File: config.mk
export PLATFORM = sky130hd
export DESIGN_NAME = circular_buffer_deque
export DESIGN_NICKNAME = d
export VERILOG_FILES = /design/src/hw/rtl/cbd_pkg.sv /design/src/hw/rtl/cbd_ctrl.sv /design/src/hw/rtl/cbd_dp.sv /design/src/hw/rtl/circular_buffer_deque.sv
export SDC_FILE = /design/constraint.sdc
export NUM_CORES = 1
export LEC_CHECK = 0
export ABC_AREA = 1
export ABC_CLOCK_PERIOD_IN_PS = 13500
export BUFFER_PORTS_ARGS = -buffer_cell sky130_fd_sc_hd__buf_2
export CAP_MARGIN = 20
export CORE_MARGIN = 8
export CORE_UTILIZATION = 66
export DETAILED_ROUTE_END_ITERATION = 16
export PLACE_DENSITY = 0.88
export SYNTH_ARGS = -nofsm -noshare
export SYNTH_HDL_FRONTEND = slang
export SYNTH_HIERARCHICAL = 1
export SYNTH_SLANG_ARGS = --single-unit
export TNS_END_PERCENT = 100
File: constraint.sdc
create_clock -name clk -period 13.5 [get_ports clk]
set_clock_uncertainty 0.05 [all_clocks]
set_input_delay 0.675 -clock clk [delete_from_list [all_inputs] [get_ports clk]]
set_output_delay 0.675 -clock clk [all_outputs]
set_load 0.01 [all_outputs]
File: src/hw/rtl/cbd_pkg.sv
// Shared types and constants for the circular buffer deque.
package cbd_pkg;

	// Store geometry.
	localparam int DEPTH      = 8;
	localparam int DATA_WIDTH = 32;
	localparam int IDX_W      = $clog2(DEPTH);

	// Operation codes carried by the mode field.
	typedef enum logic [2:0] {
		MODE_PUSH_FRONT = 3'd0,
		MODE_PUSH_REAR  = 3'd1,
		MODE_POP_FRONT  = 3'd2,
		MODE_POP_REAR   = 3'd3,
		MODE_PEEK_FRONT = 3'd4,
		MODE_PEEK_REAR  = 3'd5
	} mode_t;

	// Result status codes.
	typedef enum logic [1:0] {
		ST_OK    = 2'd0,
		ST_FULL  = 2'd1,
		ST_EMPTY = 2'd2
	} status_t;

	// Command from the controller to the datapath.
	typedef struct packed {
		logic exec;
	} cmd_t;

	// Index of the entry after i, wrapping at the end of the store.
	function automatic logic [IDX_W-1:0] next_slot(input logic [IDX_W-1:0] i);
		logic [IDX_W-1:0] r;
		if (i == IDX_W'(DEPTH - 1)) begin
			r = '0;
		end else begin
			r = i + IDX_W'(1);
		end
		return r;
	endfunction

	// Index of the entry before i, wrapping at the start of the store.
	function automatic logic [IDX_W-1:0] prev_slot(input logic [IDX_W-1:0] i);
		logic [IDX_W-1:0] r;
		if (i == '0) begin
			r = IDX_W'(DEPTH - 1);
		end else begin
			r = i - IDX_W'(1);
		end
		return r;
	endfunction

endpackage

File: src/hw/rtl/cbd_ctrl.sv
// Controller state machine: accepts a transaction and sequences its response.
module cbd_ctrl (
	input  logic         clk,
	input  logic         arst_n,
	input  logic         start,
	output logic         busy,
	output logic         done,
	output cbd_pkg::cmd_t cmd
);

	typedef enum logic [1:0] {
		S_IDLE = 2'b01,
		S_RESP = 2'b10
	} state_t;

	state_t state_q;
	state_t state_d;
	logic   accept;

	assign accept = start && (state_q == S_IDLE);

	// Next-state logic.
	always_comb begin
		state_d = state_q;
		unique case (state_q)
			S_IDLE: begin
				if (start) state_d = S_RESP;
			end
			S_RESP: begin
				state_d = S_IDLE;
			end
			default: begin
				state_d = S_IDLE;
			end
		endcase
	end

	// State register.
	always_ff @(posedge clk or negedge arst_n) begin
		if (!arst_n) begin
			state_q <= S_IDLE;
		end else begin
			state_q <= state_d;
		end
	end

	// The operation executes on the accept edge; its result shows in the next cycle.
	assign cmd.exec = accept;
	assign busy     = (state_q != S_IDLE);
	assign done     = (state_q == S_RESP);

`ifndef SYNTHESIS
	a_accept_done: assert property (@(posedge clk) disable iff (!arst_n)
		(start && !busy) |=> done)
		else $error("accepted transaction did not produce a result");
	a_done_single: assert property (@(posedge clk) disable iff (!arst_n)
		done |=> !done)
		else $error("result strobe held for more than one cycle");
	a_done_busy: assert property (@(posedge clk) disable iff (!arst_n)
		done |-> busy)
		else $error("new transaction possible while a result is shown");
`endif

endmodule

File: src/hw/rtl/cbd_dp.sv
// Datapath: circular store, front and rear pointers, and result registers.
module cbd_dp (
	input  logic                 clk,
	input  logic                 arst_n,
	input  cbd_pkg::cmd_t        cmd,
	input  logic [2:0]           mode,
	input  logic signed [31:0]   value,
	output logic signed [31:0]   data,
	output logic [1:0]           status
);

	logic [cbd_pkg::DATA_WIDTH-1:0] store [cbd_pkg::DEPTH];

	logic [cbd_pkg::IDX_W-1:0]      front_q, rear_q;
	logic                           empty_q;
	logic [cbd_pkg::IDX_W-1:0]      front_d, rear_d;
	logic                           empty_d;
	logic                           full;
	logic                           wr_en, rd_en;
	logic [cbd_pkg::IDX_W-1:0]      wr_addr, rd_addr;
	cbd_pkg::status_t               status_d;
	cbd_pkg::status_t               status_q;
	logic [cbd_pkg::DATA_WIDTH-1:0] data_q;
	cbd_pkg::mode_t                 op;

	assign op   = cbd_pkg::mode_t'(mode);
	assign full = !empty_q && (cbd_pkg::next_slot(rear_q) == front_q);

	// Operation decode: pointer updates, store access and status.
	always_comb begin
		front_d  = front_q;
		rear_d   = rear_q;
		empty_d  = empty_q;
		wr_en    = 1'b0;
		wr_addr  = '0;
		rd_en    = 1'b0;
		rd_addr  = front_q;
		status_d = cbd_pkg::ST_OK;
		unique case (op)
			cbd_pkg::MODE_PUSH_FRONT, cbd_pkg::MODE_PUSH_REAR: begin
				if (full) begin
					status_d = cbd_pkg::ST_FULL;
				end else if (empty_q) begin
					front_d = '0;
					rear_d  = '0;
					empty_d = 1'b0;
					wr_en   = 1'b1;
					wr_addr = '0;
				end else if (op == cbd_pkg::MODE_PUSH_FRONT) begin
					front_d = cbd_pkg::prev_slot(front_q);
					wr_en   = 1'b1;
					wr_addr = front_d;
				end else begin
					rear_d  = cbd_pkg::next_slot(rear_q);
					wr_en   = 1'b1;
					wr_addr = rear_d;
				end
			end
			cbd_pkg::MODE_POP_FRONT, cbd_pkg::MODE_POP_REAR,
			cbd_pkg::MODE_PEEK_FRONT, cbd_pkg::MODE_PEEK_REAR: begin
				if (empty_q) begin
					status_d = cbd_pkg::ST_EMPTY;
				end else begin
					rd_en = 1'b1;
					if (op == cbd_pkg::MODE_POP_FRONT || op == cbd_pkg::MODE_PEEK_FRONT) begin
						rd_addr = front_q;
					end else begin
						rd_addr = rear_q;
					end
					// Pops move a pointer; removing the last entry resets both.
					if (op == cbd_pkg::MODE_POP_FRONT || op == cbd_pkg::MODE_POP_REAR) begin
						if (front_q == rear_q) begin
							empty_d = 1'b1;
							front_d = '0;
							rear_d  = '0;
						end else if (op == cbd_pkg::MODE_POP_FRONT) begin
							front_d = cbd_pkg::next_slot(front_q);
						end else begin
							rear_d = cbd_pkg::prev_slot(rear_q);
						end
					end
				end
			end
			default: begin
				// Unused modes leave everything unchanged and report ok.
				status_d = cbd_pkg::ST_OK;
			end
		endcase
	end

	// Pointer and occupancy registers.
	always_ff @(posedge clk or negedge arst_n) begin
		if (!arst_n) begin
			front_q <= '0;
			rear_q  <= '0;
			empty_q <= 1'b1;
		end else if (cmd.exec) begin
			front_q <= front_d;
			rear_q  <= rear_d;
			empty_q <= empty_d;
		end
	end

	// Store write port.
	always_ff @(posedge clk) begin
		if (cmd.exec && wr_en) begin
			store[wr_addr] <= value[cbd_pkg::DATA_WIDTH-1:0];
		end
	end

	// Registered store read and result status.
	always_ff @(posedge clk) begin
		if (cmd.exec) begin
			data_q   <= rd_en ? store[rd_addr] : '0;
			status_q <= status_d;
		end
	end

	assign data   = data_q;
	assign status = status_q;

`ifndef SYNTHESIS
	a_empty_ptrs: assert property (@(posedge clk) disable iff (!arst_n)
		empty_q |-> (front_q == '0 && rear_q == '0))
		else $error("empty store with pointers away from entry zero");
	a_full_hold: assert property (@(posedge clk) disable iff (!arst_n)
		(cmd.exec && full && (op == cbd_pkg::MODE_PUSH_FRONT || op == cbd_pkg::MODE_PUSH_REAR))
		|=> (status_q == cbd_pkg::ST_FULL && $stable(front_q) && $stable(rear_q)))
		else $error("push into full store changed the pointers");
	a_empty_pop: assert property (@(posedge clk) disable iff (!arst_n)
		(cmd.exec && empty_q && (op == cbd_pkg::MODE_POP_FRONT || op == cbd_pkg::MODE_POP_REAR))
		|=> (status_q == cbd_pkg::ST_EMPTY && data_q == '0 && empty_q))
		else $error("pop from empty store returned data or changed state");
`endif

endmodule

File: src/hw/rtl/circular_buffer_deque.sv
// Top level of the circular buffer deque: controller plus datapath.
// A double-ended queue of 8 words of 32 bits in a circular store. A transaction
// is taken when start is high and busy is low; it carries a mode (push front,
// push rear, pop front, pop rear, peek front, peek rear) and a value for pushes.
// Each transaction gives one result, and a new one is not taken until that
// result has been shown: the operation executes on the accepting edge, and in
// the following cycle done is high for exactly one cycle with data and status,
// while busy is high. The receiver cannot stall, so the result must be
// captured in that cycle. The pacing is set by the registered store read
// and the two-state controller. Status is ok, full (push dropped) or empty
// (nothing returned); data is zero for pushes, errors and unused modes.
module circular_buffer_deque (
	input  logic               clk,
	input  logic               arst_n,
	input  logic               start,
	output logic               busy,
	input  logic [2:0]         mode,
	input  logic signed [31:0] value,
	output logic               done,
	output logic signed [31:0] data,
	output logic [1:0]         status
);

	cbd_pkg::cmd_t cmd;

	// Sequencing of each transaction.
	cbd_ctrl u_ctrl (
		.clk    (clk),
		.arst_n (arst_n),
		.start  (start),
		.busy   (busy),
		.done   (done),
		.cmd    (cmd)
	);

	// Store, pointers and result registers.
	cbd_dp u_dp (
		.clk    (clk),
		.arst_n (arst_n),
		.cmd    (cmd),
		.mode   (mode),
		.value  (value),
		.data   (data),
		.status (status)
	);

endmodule
# Word-level counts from Yosys, hierarchy flattened

Memory sizes are Yosys's and may differ from the RTL's. A register that Yosys moved wholly into a read port is not among the register bits.
Cells that the tools add are included.

Bits in writable memories: 256
Output and inout port bits: 36
Input bits: 38
Memories: 1
Register bits after elaboration: 11

Muxes and demuxes: 43
Reductions and logical operators: 16
Equality and inequality tests: 20
$add $sub $neg: 4

Memory list:

| memory     | words | width | read ports | clocked after Yosys merged registers in | wr ports | line         | source |
|---|---|---|---|---|---|---|---|
| u_dp.store | 8     | 32    | 1          | 1                                       | 1        | cbd_dp.sv:12 | `logic [cbd_pkg::DATA_WIDTH-1:0] store [cbd_pkg::DEPTH];` |

Operators by type and width:

| kind                                                                | number |
|---|---|
| 3-bit two-way mux                                                   | 25 |
| 7-bit AND reduction                                                 | 2 |
| 3-bit == test (second input constant)                               | 4 |
| 3-bit one-hot mux with 2 select lines                               | 2 |
| 1-bit two-way mux                                                   | 11 |
| 3-bit logical NOT                                                   | 3 |
| 3-bit by 1-bit adder with 3-bit output (second input constant)      | 2 |
| 3-bit by 2-bit == test with 1-bit output (second input constant)    | 2 |
| 3-bit == test                                                       | 2 |
| 2-bit two-way mux                                                   | 3 |
| 2-bit != test (second input constant)                               | 3 |
| 3-bit by 1-bit != test with 1-bit output (second input constant)    | 2 |
| 3-bit by 1-bit subtractor with 3-bit output (second input constant) | 2 |
| 2-bit by 1-bit != test with 1-bit output (second input constant)    | 2 |
| 2-bit one-hot mux with 2 select lines                               | 1 |
| 4-bit OR reduction                                                  | 1 |
| 3-bit by 1-bit == test with 1-bit output (second input constant)    | 1 |
| 1-bit logical AND                                                   | 3 |
| 3-bit by 2-bit != test with 1-bit output (second input constant)    | 1 |
| 3-bit != test (second input constant)                               | 1 |
| 3-bit AND reduction                                                 | 1 |
| 2-bit by 1-bit == test with 1-bit output (second input constant)    | 1 |
| 2-bit == test (second input constant)                               | 1 |
| 1-bit logical NOT                                                   | 2 |
| 4 further kinds                                                     | 5 |

# Depth between registers and ports, before layout

Depth after elaboration: 9
Mapped depth: 13
Depth with buffers taken out: 11

# By module

The synthesis kept the hierarchy.

By module, submodules not included:

| module   | cells each | area an instance (um^2) | instances |
|---|---|---|---|
| cbd_dp   | 1155       | 12948.7                 | 1 |
| cbd_ctrl | 9          | 81.3                    | 1 |

# Worst setup path after synthesis

Ideal clock, no wire load.

Kind: input to register
From: in start
To: mem u_dp/store[0][0] (netlist bit), enable pin
Path slack: 8900 ps
Stages on the path: 5
Data arrival time: 4129 ps
Setup time: 421 ps
Path through: inv_1 -> nor2_1 -> nand2_1 -> or2_2 -> nor2_1

Cells in the longest elaborated chain, start to end: 4

Ends and longest elaborated chain:

| element                                 | line                        | source |
|---|---|---|
| start: declaration                      | circular_buffer_deque.sv:15 | `input logic start,` |
| 1-bit logical AND                       | cbd_ctrl.sv:20              | `assign accept = start && (state_q == S_IDLE);` |
| net cmd                                 | circular_buffer_deque.sv:24 | `cbd_pkg::cmd_t cmd;` |
| 1-bit logical AND                       | cbd_dp.sv:106               | `if (cmd.exec && wr_en) begin` |
| 1-bit two-way mux                       | cbd_dp.sv:106               |  |
| 1-bit two-way mux (not written as such) | cbd_dp.sv:107               | `store[wr_addr] <= value[cbd_pkg::DATA_WIDTH-1:0];` |
| end: declaration                        | cbd_dp.sv:12                |  |

The timed path passes the listed nets, and every way through them passes these cells.

# Final worst setup path

From: reg u_dp/rear_q[1] (netlist bit)
To: mem u_dp/store[5][20] (netlist bit), enable pin

Cells in the longest elaborated chain, start to end: 9
Elaborated cells between the ends (all ways): 14
Classes of those cells: add/sub: 1; eq/ne: 2; mux: 9; reduce/logical: 2

Ends and longest elaborated chain:

| element                                                                 | line                         | source |
|---|---|---|
| start: declaration                                                      | cbd_dp.sv:14                 | `logic [cbd_pkg::IDX_W-1:0] front_q, rear_q;` |
| start signal: assignment                                                | cbd_dp.sv:99                 | `rear_q <= rear_d;` |
| 3-bit by 1-bit adder with 3-bit output or 3-bit == test (tied branches) | cbd_pkg.sv:37, cbd_pkg.sv:34 |  |
| 3-bit two-way mux *                                                     | cbd_pkg.sv:34                | `if (i == IDX_W'(DEPTH - 1)) begin` |
| 3-bit == test                                                           | cbd_dp.sv:27                 | `assign full = !empty_q && (cbd_pkg::next_slot(rear_q) == front_q);` |
| 1-bit logical AND                                                       | cbd_dp.sv:27                 |  |
| 1-bit two-way mux                                                       | cbd_dp.sv:41                 | `if (full) begin` |
| 1-bit two-way mux                                                       | cbd_dp.sv:39                 | `unique case (op)` |
| 1-bit logical AND                                                       | cbd_dp.sv:106                |  |
| 1-bit two-way mux                                                       | cbd_dp.sv:106                |  |
| 1-bit two-way mux (not written as such)                                 | cbd_dp.sv:107                |  |

Mark *: on every way between the ends. The rest lies on a longest branch, timed or not.

==> run metrics <==
Worst Setup SP u_dp/rear_q[1]; setup TNS 0 ps; initial antenna violation count 0; met2 GRT Util 42.3%; Via Count 8,864; Compound-Gate Fraction of Synth Area 2.50%; share of post-route cells with drive strength above 1 13.3%; mux cell area share after synthesis 0.0768%; max cap viols 0; vias in the first global route 9,103; WP buf/inv 2; Die ar. 0.0245 sq mm; drt drc 0; Hold Path Class in -> reg; Ant. Diodes 0; fmax 0.285 GHz; site row count 51; crit-path max cell delay 1020 ps; CTS Root Buffer Type clkbuf_16; aggregate global-route resource usage 24.2%; met1 usage 29.3%; xor-xnor portion of the synthesized cell area 0.336%; hold_sp start; Data required, critical path 13,600 ps; synthesized area 0.0130 sq mm; crit path cell chain inv_1, ha_1, inv_1, nand2_1, nand3_1, nor3_1, nor2_1, nand3_1, nor2_4; drt wl/cell 19.7 um; First-pass DRT Iterations 8; num ports 74; simple-gate share of the synthesized area 20.6%; first-pass GRT wire length 46,500 um; most used routing layer in global routing met2; power per cell area 191 mW/mm^2; Crit. End Element register; critical path startpoint category register; Die Height 157 um; worst slew pin tran 1120 ps; Crit. path cell count 9; Worst EP arrival 3610 ps; largest family of logic cells by synthesized area simple AND/OR/NAND/NOR gates; initial DRC count 1,021; clock buffer count from CTS 30; Syn-to-layout area delta 13.0%; highest-delay cell along the critical path nor2_4; Setup CP Type reg -> reg; fin crit period 3500 ps; syn_nets 1,210; nets 1,273; Warnings, synthesis 6; leak pwr 5.86 nW; final WL 29,800 um; reg2reg setup slack 10000 ps; H-tree levels 1; Distinct cells, synth 31; final setup fails 0; hold depth 2; maximum fanout along the worst path 32; Adder-Cell Fraction of Synth Area 0.768%; R2R cell count 9; unrepaired setup endpoints after global routing false; Final period util 26.0%; reg2reg start u_dp/rear_q[1]; Sinks on Clock Net 299; largest net degree at the start of global routing 66; filler cell count 1,193; Rel. slew slack 25.0%; Syn Area/Cell 11.2 sq um; clock tree from TritonCTS done; area of the core 0.0194 sq mm; Worst-path clk slew 70 ps; Fin Hold WS 248 ps; Fin. Hold Viols 0; HPWL after DPL 15,900 um; status finished, final reports clean; Slew Viols, Final 0; maximum VDD drop 0.000125 V; number of port buffers 73; RePlAce Congestion 0.864; vias per inst 5.85; met3 usage 3.78%; Cells after Synth 1,164; sequential share of the synthesized area 68.6%; clock latency on the worst-skew pair 550 ps; fin util 75.9%; GRT Residual Overflow 0; Multi-input gate area 0.00323 sq mm; post-synthesis sequential element count 299; post-route ant nets 0; clock tree buffer depth 3; die width 157 um; family with the most delay on the worst path simple AND/OR/NAND/NOR gates; Initial Utilization 67.2%; Sequential cell area 0.00894 sq mm
-- synth_stat cells, drive strengths merged --
master  number  area share [%]
inv        153             4.4
nand2      191             5.7
dfrtp        7             1.3
or2          2           0.096
nand3b      64             3.7
o21ai       46             2.0
xnor2        3            0.20
nand3      169             6.6
o22ai        5            0.24
o21a         1           0.058
mux2i        1           0.077
xor2         2            0.13
dfstp        2            0.40
nor2       150             4.3
edfxtp     290              67
clkbuf      14            0.40
nor3         3            0.12
nand4        3            0.14
a21oi        6            0.23
ha           8            0.77
buf         44             2.3
-- cell families after synthesis --
kind of cell,count (synthesis)
multiplexers,1
XOR/XNOR,5
AND/OR/NAND/NOR,582
flip-flops,299
AO/OA/AOI/OAI,58
adder cells (fa/ha/maj),8
buffers and inverters,211
-- worst register-to-register path, stage by stage (launching register included) --
cell and delay, ps:
dfrtp_1 460, inv_1 160, ha_1 360, inv_1 90
nand2_1 50, nand3_1 70, nor3_1 60, nor2_1 300
nand3_1 460, nor2_4 1020
-- state kept, by name (all words and copies together), names as in the netlist --
signal          cells
u_dp/data          32
u_dp/rear_q         3
u_dp/empty_q        1
u_dp/front_q        3
u_ctrl/state_q      2
u_dp/store        256
u_dp/status         2
-- per-layer routing --
metal | wire, um | part of all wire, % | vias up
met5 | 0 | 0 | -
met4 | 625 | 2.1 | 0
met3 | 2600 | 8.7 | 62
met2 | 15500 | 52 | 534
met1 | 11100 | 37 | 4211
li1 | - | - | 4057
-- layout make-up --
type / instances / share of cell area [%]
Clock buffer: 34 / 5.35
Clock inverter: 22 / 1.90
Inverter: 153 / 3.90
Multi-Input combinational cell: 654 / 22.0
Sequential cell: 299 / 60.7
Tap cell: 265 / 2.25
Timing Repair Buffer: 89 / 3.94
-- per-stage QoR --
stage / cells / power, mW / area, sq um / setup slack [ps]
2_1_floorplan: 1164 / 1.73 / 13000 / 8900
3_3_place_gp: 1454 / 1.87 / 13500 / 9690
3_5_place_dp: 1454 / 1.91 / 13500 / 9590
4_1_cts: 1511 / 2.80 / 14600 / 10050
5_1_grt: 1516 / 2.93 / 14700 / 9830
6_report: 1516 / 2.81 / 14700 / 10000
-- placed cells by master, fill, tap and decap left out, types with 2 or more instances in the layout --
master and count:
buf_2 73, xnor2_1 3, o22ai_1 5, clkinv_1 4
o21ai_0 22, o21ai_1 21, nand4_1 3, bufinv_16 6
dfrtp_1 7, nor2_1 141, clkbuf_16 31, nand3_1 168
clkbuf_1 3, or2_2 2, o21ai_4 2, nand3b_1 64
nor2_4 9, clkinvlp_4 6, nand2_1 184, inv_2 5
nand2_2 6, dfstp_2 2, buf_4 10, buf_16 4
edfxtp_1 290, a21oi_1 6, inv_1 148, xor2_1 2
nor3_1 3, ha_1 8, clkinv_2 4
-- path summary, 6_finish.rpt --
path	to
setup reg to reg	u_dp/store[5][20]
min in group asynchronous	u_dp/rear_q[2]
hold reg to reg	u_ctrl/state_q[0]
hold / removal	u_ctrl/state_q[0]
max in group asynchronous	u_dp/empty_q
setup / recovery	u_dp/store[5][20]
-- report_power, final --
| part | internal (mW) | total, mW | switching, mW |
|---|---|---|---|
| Sequential | 1.08 | 1.11 | 0.0273 |
| Clock | 0.535 | 0.882 | 0.347 |
| Combinational | 0.240 | 0.818 | 0.578 |
| Total | 1.85 | 2.81 | 0.953 |
-- what timing repair did --
item                                   in CTS  in global routing
buffers inserted                            0                  0
endpoints found under the hold margin       7                  0
hold buffers                                1                  0
gates resized for setup                     0                  0
No activity file was read; power rests on OpenSTA's default activity.
